**config.mk**
```make
export PLATFORM = sky130hd
export DESIGN_NAME = hsb_to_rgb_converter_unit
export DESIGN_NICKNAME = d
export VERILOG_FILES = /design/src/rtl/core/hsbrgb_pkg.sv /design/src/rtl/core/hsbrgb_sector.sv /design/src/rtl/core/hsbrgb_terms.sv /design/src/rtl/core/hsbrgb_scale.sv /design/src/rtl/core/hsb_to_rgb_converter_unit.sv
export SDC_FILE = /design/constraint.sdc
export NUM_CORES = 2
export LEC_CHECK = 0
export ABC_CLOCK_PERIOD_IN_PS = 10700
export BUFFER_PORTS_ARGS = -buffer_cell sky130_fd_sc_hd__clkbuf_2
export CAP_MARGIN = 25
export CELL_PAD_IN_SITES_DETAIL_PLACEMENT = 1
export CELL_PAD_IN_SITES_GLOBAL_PLACEMENT = 1
export CORE_MARGIN = 8
export CORE_UTILIZATION = 53
export DETAILED_ROUTE_END_ITERATION = 12
export PLACE_DENSITY = 0.95
export SETUP_SLACK_MARGIN = 0.1
export SLEW_MARGIN = 15
export SYNTH_ARGS = -nofsm -noshare
export SYNTH_HDL_FRONTEND = slang
export SYNTH_SLANG_ARGS = --single-unit
```
**constraint.sdc**
```tcl
create_clock -name clk -period 10.7 [get_ports clk]
set_input_delay 3.21 -clock clk [delete_from_list [all_inputs] [get_ports clk]]
set_output_delay 3.21 -clock clk [all_outputs]
set_load 0.02 [all_outputs]
```
**src/rtl/core/hsbrgb_pkg.sv**
```systemverilog
`timescale 1ns / 1ps
// ----------------------------------------------------------------------------
// HSB to RGB converter package
// Widths, constants and shared types of the converter pipeline.
// ----------------------------------------------------------------------------
package hsbrgb_pkg;

	localparam int HUE_W = 9;
	localparam int PCT_W = 7;
	localparam int CH_W  = 8;
	localparam int REM_W = 6;
	localparam int TRM_W = 13;
	localparam int B17_W = 11;
	localparam int B51_W = 13;
	localparam int MUL_W = 9;

	localparam int HUE_LIMIT  = 360;
	localparam int PCT_LIMIT  = 100;
	localparam int SECTOR_DEG = 60;
	localparam int FULL_TERM  = PCT_LIMIT * SECTOR_DEG;

	// 255/600000 = 17/40000, 255/10000 = 51/2000, 255/100 = 51/20
	localparam int QT_NUM = 17;
	localparam int P_NUM  = 51;

	localparam int XQT_W  = 24;
	localparam int QT_DIV = 40000;
	localparam int QT_MUL = (1 << XQT_W) / QT_DIV;

	localparam int XP_W   = 19;
	localparam int P_DIV  = 2000;
	localparam int P_MUL  = (1 << XP_W) / P_DIV;

	localparam int XV_W   = 13;
	localparam int V_DIV  = 20;
	localparam int V_MUL  = (1 << XV_W) / V_DIV;

	typedef enum logic [2:0] {
		SEC_R_Y = 3'd0,
		SEC_Y_G = 3'd1,
		SEC_G_C = 3'd2,
		SEC_C_B = 3'd3,
		SEC_B_M = 3'd4,
		SEC_M_R = 3'd5
	} sector_t;

	typedef struct packed {
		logic    valid;
		sector_t sector;
	} ctl_t;

endpackage

```
**src/rtl/core/hsbrgb_sector.sv**
```systemverilog
`timescale 1ns / 1ps
// ----------------------------------------------------------------------------
// HSB to RGB sector stage
// Clamps the inputs, finds the hue sector and the offset inside it.
// ----------------------------------------------------------------------------
module hsbrgb_sector
	import hsbrgb_pkg::*;
(
	input  logic               clk,
	input  logic               arst_n,
	input  logic               en,
	input  logic               in_valid,
	input  logic [HUE_W-1:0]   hue,
	input  logic [PCT_W-1:0]   saturation,
	input  logic [PCT_W-1:0]   brightness,
	output ctl_t               ctl_s1,
	output logic [REM_W-1:0]   rem_s1,
	output logic [PCT_W-1:0]   sat_s1,
	output logic [PCT_W-1:0]   bri_s1
);

	logic [HUE_W-1:0] hue_c;
	logic [HUE_W-1:0] base_c;
	logic [HUE_W-1:0] off_c;
	sector_t          sec_c;
	logic [PCT_W-1:0] sat_c;
	logic [PCT_W-1:0] bri_c;

	always_comb begin
		hue_c = (hue > HUE_W'(HUE_LIMIT)) ? HUE_W'(HUE_LIMIT) : hue;
		sat_c = (saturation > PCT_W'(PCT_LIMIT)) ? PCT_W'(PCT_LIMIT) : saturation;
		bri_c = (brightness > PCT_W'(PCT_LIMIT)) ? PCT_W'(PCT_LIMIT) : brightness;
		// full turn wraps to the first sector
		priority if (hue_c >= HUE_W'(HUE_LIMIT)) begin
			sec_c  = SEC_R_Y;
			base_c = HUE_W'(HUE_LIMIT);
		end else if (hue_c >= HUE_W'(5 * SECTOR_DEG)) begin
			sec_c  = SEC_M_R;
			base_c = HUE_W'(5 * SECTOR_DEG);
		end else if (hue_c >= HUE_W'(4 * SECTOR_DEG)) begin
			sec_c  = SEC_B_M;
			base_c = HUE_W'(4 * SECTOR_DEG);
		end else if (hue_c >= HUE_W'(3 * SECTOR_DEG)) begin
			sec_c  = SEC_C_B;
			base_c = HUE_W'(3 * SECTOR_DEG);
		end else if (hue_c >= HUE_W'(2 * SECTOR_DEG)) begin
			sec_c  = SEC_G_C;
			base_c = HUE_W'(2 * SECTOR_DEG);
		end else if (hue_c >= HUE_W'(SECTOR_DEG)) begin
			sec_c  = SEC_Y_G;
			base_c = HUE_W'(SECTOR_DEG);
		end else begin
			sec_c  = SEC_R_Y;
			base_c = '0;
		end
		off_c = hue_c - base_c;
	end

	always_ff @(posedge clk or negedge arst_n) begin
		if (!arst_n) begin
			ctl_s1 <= '0;
		end else if (en) begin
			ctl_s1.valid  <= in_valid;
			ctl_s1.sector <= sec_c;
		end
	end

	always_ff @(posedge clk) begin
		if (en) begin
			rem_s1        <= off_c[REM_W-1:0];
			sat_s1        <= sat_c;
			bri_s1        <= bri_c;
		end
	end

endmodule

```
**src/rtl/core/hsbrgb_terms.sv**
```systemverilog
`timescale 1ns / 1ps
// ----------------------------------------------------------------------------
// HSB to RGB term stages
// Forms the p, q, t and v numerators scaled to the channel range.
// ----------------------------------------------------------------------------
module hsbrgb_terms
	import hsbrgb_pkg::*;
(
	input  logic               clk,
	input  logic               arst_n,
	input  logic               en,
	input  ctl_t               ctl_s1,
	input  logic [REM_W-1:0]   rem_s1,
	input  logic [PCT_W-1:0]   sat_s1,
	input  logic [PCT_W-1:0]   bri_s1,
	output ctl_t               ctl_s3,
	output logic [XQT_W-1:0]   xq_s3,
	output logic [XQT_W-1:0]   xt_s3,
	output logic [XP_W-1:0]    xp_s3,
	output logic [XV_W-1:0]    xv_s3
);

	ctl_t             ctl_s2;
	logic [TRM_W-1:0] nq_s2;
	logic [TRM_W-1:0] nt_s2;
	logic [PCT_W-1:0] np_s2;
	logic [B17_W-1:0] b17_s2;
	logic [B51_W-1:0] b51_s2;

	logic [REM_W-1:0] rem_inv_c;
	logic [TRM_W-1:0] prod_q_c;
	logic [TRM_W-1:0] prod_t_c;
	logic [XP_W:0]    prod_p_c;

	always_comb begin
		rem_inv_c = REM_W'(SECTOR_DEG) - rem_s1;
		prod_q_c  = TRM_W'(rem_s1) * TRM_W'(sat_s1);
		prod_t_c  = TRM_W'(rem_inv_c) * TRM_W'(sat_s1);
		prod_p_c  = (XP_W+1)'(b51_s2) * (XP_W+1)'(np_s2);
	end

	always_ff @(posedge clk or negedge arst_n) begin
		if (!arst_n) begin
			ctl_s2 <= '0;
			ctl_s3 <= '0;
		end else if (en) begin
			ctl_s2 <= ctl_s1;
			ctl_s3 <= ctl_s2;
		end
	end

	always_ff @(posedge clk) begin
		if (en) begin
			nq_s2         <= TRM_W'(FULL_TERM) - prod_q_c;
			nt_s2         <= TRM_W'(FULL_TERM) - prod_t_c;
			np_s2         <= PCT_W'(PCT_LIMIT) - sat_s1;
			b17_s2        <= B17_W'(QT_NUM) * B17_W'(bri_s1);
			b51_s2        <= B51_W'(P_NUM) * B51_W'(bri_s1);

			xq_s3         <= XQT_W'(b17_s2) * XQT_W'(nq_s2);
			xt_s3         <= XQT_W'(b17_s2) * XQT_W'(nt_s2);
			xp_s3         <= prod_p_c[XP_W-1:0];
			xv_s3         <= b51_s2;
		end
	end

endmodule

```
**src/rtl/core/hsbrgb_scale.sv**
```systemverilog
`timescale 1ns / 1ps
// ----------------------------------------------------------------------------
// HSB to RGB scale stages
// Divides by constants via reciprocal and correction, maps sector to channels.
// ----------------------------------------------------------------------------
module hsbrgb_scale
	import hsbrgb_pkg::*;
(
	input  logic               clk,
	input  logic               arst_n,
	input  logic               en,
	input  ctl_t               ctl_s3,
	input  logic [XQT_W-1:0]   xq_s3,
	input  logic [XQT_W-1:0]   xt_s3,
	input  logic [XP_W-1:0]    xp_s3,
	input  logic [XV_W-1:0]    xv_s3,
	output logic               out_valid,
	output logic [CH_W-1:0]    red,
	output logic [CH_W-1:0]    green,
	output logic [CH_W-1:0]    blue
);

	localparam int PQT_W = XQT_W + MUL_W;
	localparam int PP_W  = XP_W + MUL_W;
	localparam int PV_W  = XV_W + MUL_W;

	ctl_t             ctl_s4;
	logic [XQT_W-1:0] xq_s4;
	logic [XQT_W-1:0] xt_s4;
	logic [XP_W-1:0]  xp_s4;
	logic [XV_W-1:0]  xv_s4;
	logic [CH_W-1:0]  eq_s4;
	logic [CH_W-1:0]  et_s4;
	logic [CH_W-1:0]  ep_s4;
	logic [CH_W-1:0]  ev_s4;

	logic [PQT_W-1:0] mq_c;
	logic [PQT_W-1:0] mt_c;
	logic [PP_W-1:0]  mp_c;
	logic [PV_W-1:0]  mv_c;

	logic [XQT_W-1:0] rq_c;
	logic [XQT_W-1:0] rt_c;
	logic [XP_W-1:0]  rp_c;
	logic [XV_W-1:0]  rv_c;
	logic [CH_W-1:0]  cq_c;
	logic [CH_W-1:0]  ct_c;
	logic [CH_W-1:0]  cp_c;
	logic [CH_W-1:0]  cv_c;
	logic [CH_W-1:0]  red_c;
	logic [CH_W-1:0]  green_c;
	logic [CH_W-1:0]  blue_c;

	// estimates never exceed the exact quotient and trail it by at most one
	always_comb begin
		mq_c = PQT_W'(xq_s3) * PQT_W'(QT_MUL);
		mt_c = PQT_W'(xt_s3) * PQT_W'(QT_MUL);
		mp_c = PP_W'(xp_s3) * PP_W'(P_MUL);
		mv_c = PV_W'(xv_s3) * PV_W'(V_MUL);
	end

	always_comb begin
		rq_c = xq_s4 - XQT_W'(eq_s4) * XQT_W'(QT_DIV);
		rt_c = xt_s4 - XQT_W'(et_s4) * XQT_W'(QT_DIV);
		rp_c = xp_s4 - XP_W'(ep_s4) * XP_W'(P_DIV);
		rv_c = xv_s4 - XV_W'(ev_s4) * XV_W'(V_DIV);
		cq_c = (rq_c >= XQT_W'(QT_DIV)) ? eq_s4 + CH_W'(1) : eq_s4;
		ct_c = (rt_c >= XQT_W'(QT_DIV)) ? et_s4 + CH_W'(1) : et_s4;
		cp_c = (rp_c >= XP_W'(P_DIV)) ? ep_s4 + CH_W'(1) : ep_s4;
		cv_c = (rv_c >= XV_W'(V_DIV)) ? ev_s4 + CH_W'(1) : ev_s4;
		unique case (ctl_s4.sector)
			SEC_R_Y: begin
				red_c = cv_c; green_c = ct_c; blue_c = cp_c;
			end
			SEC_Y_G: begin
				red_c = cq_c; green_c = cv_c; blue_c = cp_c;
			end
			SEC_G_C: begin
				red_c = cp_c; green_c = cv_c; blue_c = ct_c;
			end
			SEC_C_B: begin
				red_c = cp_c; green_c = cq_c; blue_c = cv_c;
			end
			SEC_B_M: begin
				red_c = ct_c; green_c = cp_c; blue_c = cv_c;
			end
			default: begin
				red_c = cv_c; green_c = cp_c; blue_c = cq_c;
			end
		endcase
	end

	always_ff @(posedge clk or negedge arst_n) begin
		if (!arst_n) begin
			ctl_s4    <= '0;
			out_valid <= 1'b0;
		end else if (en) begin
			ctl_s4    <= ctl_s3;
			out_valid <= ctl_s4.valid;
		end
	end

	always_ff @(posedge clk) begin
		if (en) begin
			xq_s4         <= xq_s3;
			xt_s4         <= xt_s3;
			xp_s4         <= xp_s3;
			xv_s4         <= xv_s3;
			eq_s4         <= mq_c[XQT_W +: CH_W];
			et_s4         <= mt_c[XQT_W +: CH_W];
			ep_s4         <= mp_c[XP_W +: CH_W];
			ev_s4         <= mv_c[XV_W +: CH_W];
			red           <= red_c;
			green         <= green_c;
			blue          <= blue_c;
		end
	end

endmodule

```
**src/rtl/core/hsb_to_rgb_converter_unit.sv**
```systemverilog
`timescale 1ns / 1ps
// Throughput: one item per clock while not stalled; the five register stages advance together.
// Output stall holds the whole pipeline and is reflected on in_stall.
// Reset clears only the stage valid bits and sector codes; no clearing pass.
// ----------------------------------------------------------------------------
// HSB to RGB converter
// Hue/saturation/brightness to 8-bit RGB, six-sector rule, exact truncation.
// ----------------------------------------------------------------------------
module hsb_to_rgb_converter_unit
	import hsbrgb_pkg::*;
(
	input  logic             clk,
	input  logic             arst_n,
	input  logic             in_valid,
	output logic             in_stall,
	input  logic [HUE_W-1:0] hue,
	input  logic [PCT_W-1:0] saturation,
	input  logic [PCT_W-1:0] brightness,
	output logic             out_valid,
	input  logic             out_stall,
	output logic [CH_W-1:0]  red,
	output logic [CH_W-1:0]  green,
	output logic [CH_W-1:0]  blue
);

	logic             en;
	ctl_t             ctl_s1;
	ctl_t             ctl_s3;
	logic [REM_W-1:0] rem_s1;
	logic [PCT_W-1:0] sat_s1;
	logic [PCT_W-1:0] bri_s1;
	logic [XQT_W-1:0] xq_s3;
	logic [XQT_W-1:0] xt_s3;
	logic [XP_W-1:0]  xp_s3;
	logic [XV_W-1:0]  xv_s3;

	assign en       = !(out_valid && out_stall);
	assign in_stall = !en;

	hsbrgb_sector u_sector (
		.clk        (clk),
		.arst_n     (arst_n),
		.en         (en),
		.in_valid   (in_valid),
		.hue        (hue),
		.saturation (saturation),
		.brightness (brightness),
		.ctl_s1     (ctl_s1),
		.rem_s1     (rem_s1),
		.sat_s1     (sat_s1),
		.bri_s1     (bri_s1)
	);

	hsbrgb_terms u_terms (
		.clk    (clk),
		.arst_n (arst_n),
		.en     (en),
		.ctl_s1 (ctl_s1),
		.rem_s1 (rem_s1),
		.sat_s1 (sat_s1),
		.bri_s1 (bri_s1),
		.ctl_s3 (ctl_s3),
		.xq_s3  (xq_s3),
		.xt_s3  (xt_s3),
		.xp_s3  (xp_s3),
		.xv_s3  (xv_s3)
	);

	hsbrgb_scale u_scale (
		.clk       (clk),
		.arst_n    (arst_n),
		.en        (en),
		.ctl_s3    (ctl_s3),
		.xq_s3     (xq_s3),
		.xt_s3     (xt_s3),
		.xp_s3     (xp_s3),
		.xv_s3     (xv_s3),
		.out_valid (out_valid),
		.red       (red),
		.green     (green),
		.blue      (blue)
	);

endmodule

```
==> flow_metrics.env <==
export IMPL_placed_cell_area_um2=43700
export IMPL_end_kind="flop"
export IMPL_mostFrequentLayoutCells="922 x inv_1, 736 x ha_1, 500 x fa_1, 372 x nand2_1, 272 x edfxtp_1"
export IMPL_fmax_ghz=0.1292
export IMPL_dieWidth_um=298.9
export IMPL_clkSlewWorstSetupHoldPaths_ns=0.06
export IMPL_ant_nets=0
export IMPL_crit_family="adder cells"
export IMPL_stdcell_count=5401
export IMPL_grt_pass1_wl_mm=231.8
export IMPL_finalSetupTns_ns=0
export IMPL_ctsResizeCount=0
export IMPL_hold_class="flop to flop"
export IMPL_fin_crit_ns=7.737
export IMPL_yosysWarnings=0
export IMPL_slowest_stage="edfxtp_1"
export IMPL_dr_pass1_iters=7
export IMPL_yosysSeqAreaShare=0.2026
export IMPL_status="completed"
export IMPL_num_vias=34490
export IMPL_fill_cells=8783
export IMPL_worst_pin_slew_ns=1.117
export IMPL_cts_made_buffers=40
export IMPL_synth_nets=5576
export IMPL_post_route_period_util=0.7231
export IMPL_clkLatencyLatePin_ns=0.60
export IMPL_grt_pass1_vias=40400
export IMPL_place_inst=5329
export IMPL_hpwl_mm=104.4
export IMPL_htree_levels=2
export IMPL_crit_chain="nand2_1 -> fa_1 -> inv_1 -> ha_1 -> inv_1 -> fa_1 -> fa_1 -> fa_1 -> inv_1 -> ha_1 -> o21ai_0 -> a21boi_0 -> o21ai_0 -> a21oi_1 -> o2111ai_1 -> nand3_1 -> o41ai_1 -> o211ai_1 -> a2111o_1 -> o211ai_1"
export IMPL_cp_required_ns=11.12
export IMPL_max_slew_margin_rel=0.2550
export IMPL_timing_critical_path_mode_cell="fa_1"
export IMPL_wl_per_cell_um=28.05
export IMPL_grt_start_max_net_pins=82
export IMPL_drtIter0Drc=3086
export IMPL_worstRegToRegCells=20
export IMPL_post_cts_buffers=0
export IMPL_clockBufferDepth=3
export IMPL_placementRows=103
export IMPL_cts_root_buf="clkbuf_16"
export IMPL_stdcell_area_um2=45010
export IMPL_synth_ff_type="edfxtp_1"
export IMPL_clock_skew_final_ns=0.03381
export IMPL_cts_hold_buffers=0
export IMPL_port_buffers=52
export IMPL_arrival_ns=8.16
export IMPL_path_depth=20
export IMPL_holdPathStages=1
export IMPL_fp_dieH_um=298.9
export IMPL_syn_area_um2=42410
export IMPL_clock_sinks=289
export IMPL_vias_per_cell=6.386
export IMPL_drv_max_cap_violation_count=0
export IMPL_layout_commonest_cell="inv_1"
export IMPL_antenna_found_initial=2
export IMPL_core_area_um2=79130
export IMPL_finalMaxSlewViolations=0
export IMPL_dieArea_um2=89320
export IMPL_regArea_um2=8593
export IMPL_overflow=0
export IMPL_syn_avg_cell_area_um2=9.833
export IMPL_startpoint_type="flop"
export IMPL_synth_cells=4313
export IMPL_hold_viol=0
export IMPL_critPathBufInv=3
export IMPL_grt_usage=0.3300
export IMPL_ys_seq_elements=289
export IMPL_setup_viol=0
export IMPL_io_pin_count=53
export IMPL_async_reset_ff_frac=0.05882
export IMPL_nNetsFinal=5587
export IMPL_rsz0062_at_grt="no"
export IMPL_slowest_delay_ns=1.09
export IMPL_initial_utilization=0.5359
export IMPL_drive_gt1_frac=0.04207
export IMPL_area_delta_synth_final_pct=6.125
export IMPL_multi_input_area_um2=29990
export IMPL_gp_congestion=0.8606
export IMPL_cp_max_fo=25
export IMPL_drc=0
export IMPL_routed_wl_mm=151.5
export IMPL_cts_tree="yes"
export IMPL_ys_types=93
export IMPL_synth_edf_count=272
export IMPL_crit_type="flop to flop"
synth_stat cells (17+ instances only):
master | number | area, um2
nand2_1 | 373 | 1400
and3_1 | 22 | 137.6
nor2b_1 | 31 | 193.9
clkbuf_1 | 94 | 352.8
edfxtp_1 | 272 | 8168
inv_1 | 922 | 3461
dfrtp_1 | 17 | 425.4
xor2_1 | 79 | 691.9
nand2b_1 | 22 | 137.6
mux2_2 | 17 | 191.4
xnor2_1 | 132 | 1156
o21bai_1 | 33 | 247.7
a21o_1 | 65 | 488.0
nor3_1 | 54 | 270.3
o21ai_0 | 97 | 485.5
a211oi_1 | 18 | 135.1
o21a_1 | 31 | 232.7
a21oi_1 | 146 | 730.7
and2_1 | 195 | 1220
nor2_1 | 146 | 548.0
ha_1 | 736 | 9209
nand3_1 | 44 | 220.2
fa_1 | 500 | 10010
metal layers:
metal | global-route usage | routed length [um] | vias up
li1 | - | - | 14100
met1 | 0.3452 | 50900 | 17080
met2 | 0.5734 | 74540 | 2269
met3 | 0.07121 | 11870 | 1044
met4 | 0.2597 | 14140 | 4
met5 | 0 | 28 | -
flip-flops by register name, summed over array words and instances (netlist names), 6 cells and up:
name             cells
u_terms.xt_s3       24
u_terms.xq_s3       23
u_terms.xp_s3       19
u_scale.xq_s4       18
u_scale.xt_s4       18
u_scale.xp_s4       15
u_terms.b51_s2      13
u_terms.nt_s2       13
u_terms.xv_s3       13
u_terms.nq_s2       12
u_scale.xv_s4       11
u_terms.b17_s2      10
u_scale.blue         8
u_scale.ep_s4        8
u_scale.eq_s4        8
u_scale.et_s4        8
u_scale.ev_s4        8
u_scale.green        8
u_scale.red          8
u_sector.bri_s1      7
u_sector.sat_s1      7
u_terms.np_s2        7
u_sector.rem_s1      6
through the flow:
stage | setup WS [ns] | hold WS [ns] | util
finish | 2.963 | 0.4951 | 0.5688
global route | 2.746 | 0.5082 | 0.5687
CTS | 3.099 | 0.4923 | 0.5677
detailed placement | 3.299 | 0.4741 | 0.5523
global placement | 3.490 | 0.4521 | 0.5523
floorplan | 3.230 | 0.4285 | -
worst reg2reg max path, stage by stage (launching register included):
cell and delay (ns):
edfxtp_1 1.09, nand2_1 0.35, fa_1 0.69, inv_1 0.07, ha_1 0.21, inv_1 0.09, fa_1 0.42, fa_1 0.55
fa_1 0.66, inv_1 0.07, ha_1 0.36, o21ai_0 0.19, a21boi_0 0.24, o21ai_0 0.33, a21oi_1 0.19, o2111ai_1 0.23
nand3_1 0.19, o41ai_1 0.75, o211ai_1 0.29, a2111o_1 0.46, o211ai_1 0.11
kinds of logic (layout without fill, tap and decap cells):
group,count (synthesis),in the layout,share of synthesized area
buf+inv,1020,1057,0.09049
mux,31,31,0.007818
compound gates,557,557,0.08854
fa+ha+maj,1236,1236,0.4532
simple gates,965,965,0.1120
xor+xnor,215,215,0.04538
flops,289,289,0.2026
other cells,0,1,0
final cells by class:
class,count,share of cell area
clock inverters,17,0.003503
flip-flops and latches,289,0.1909
clock buffers,51,0.02360
inverters,923,0.07698
well taps,1050,0.02919
repair buffers,66,0.009452
multi-input cells,3004,0.6663
diodes,1,0.00005560
final timing paths:
check                                  start                end  slack (ns)
setup / recovery           u_terms.b17_s2[4]  u_terms.xt_s3[23]        2.96
hold / removal             u_scale.ctl_s4[3]  u_scale.out_valid        0.50
setup reg to reg           u_terms.b17_s2[4]  u_terms.xt_s3[23]        2.96
hold reg to reg            u_scale.ctl_s4[3]  u_scale.out_valid        0.50
max in group asynchronous             arst_n  u_terms.ctl_s3[2]        7.56
min in group asynchronous             arst_n  u_scale.ctl_s4[0]        2.65
Power is left out: the tool's default activity adds up to more than one toggle a clock period on the data nets, which glitch-free logic cannot reach.
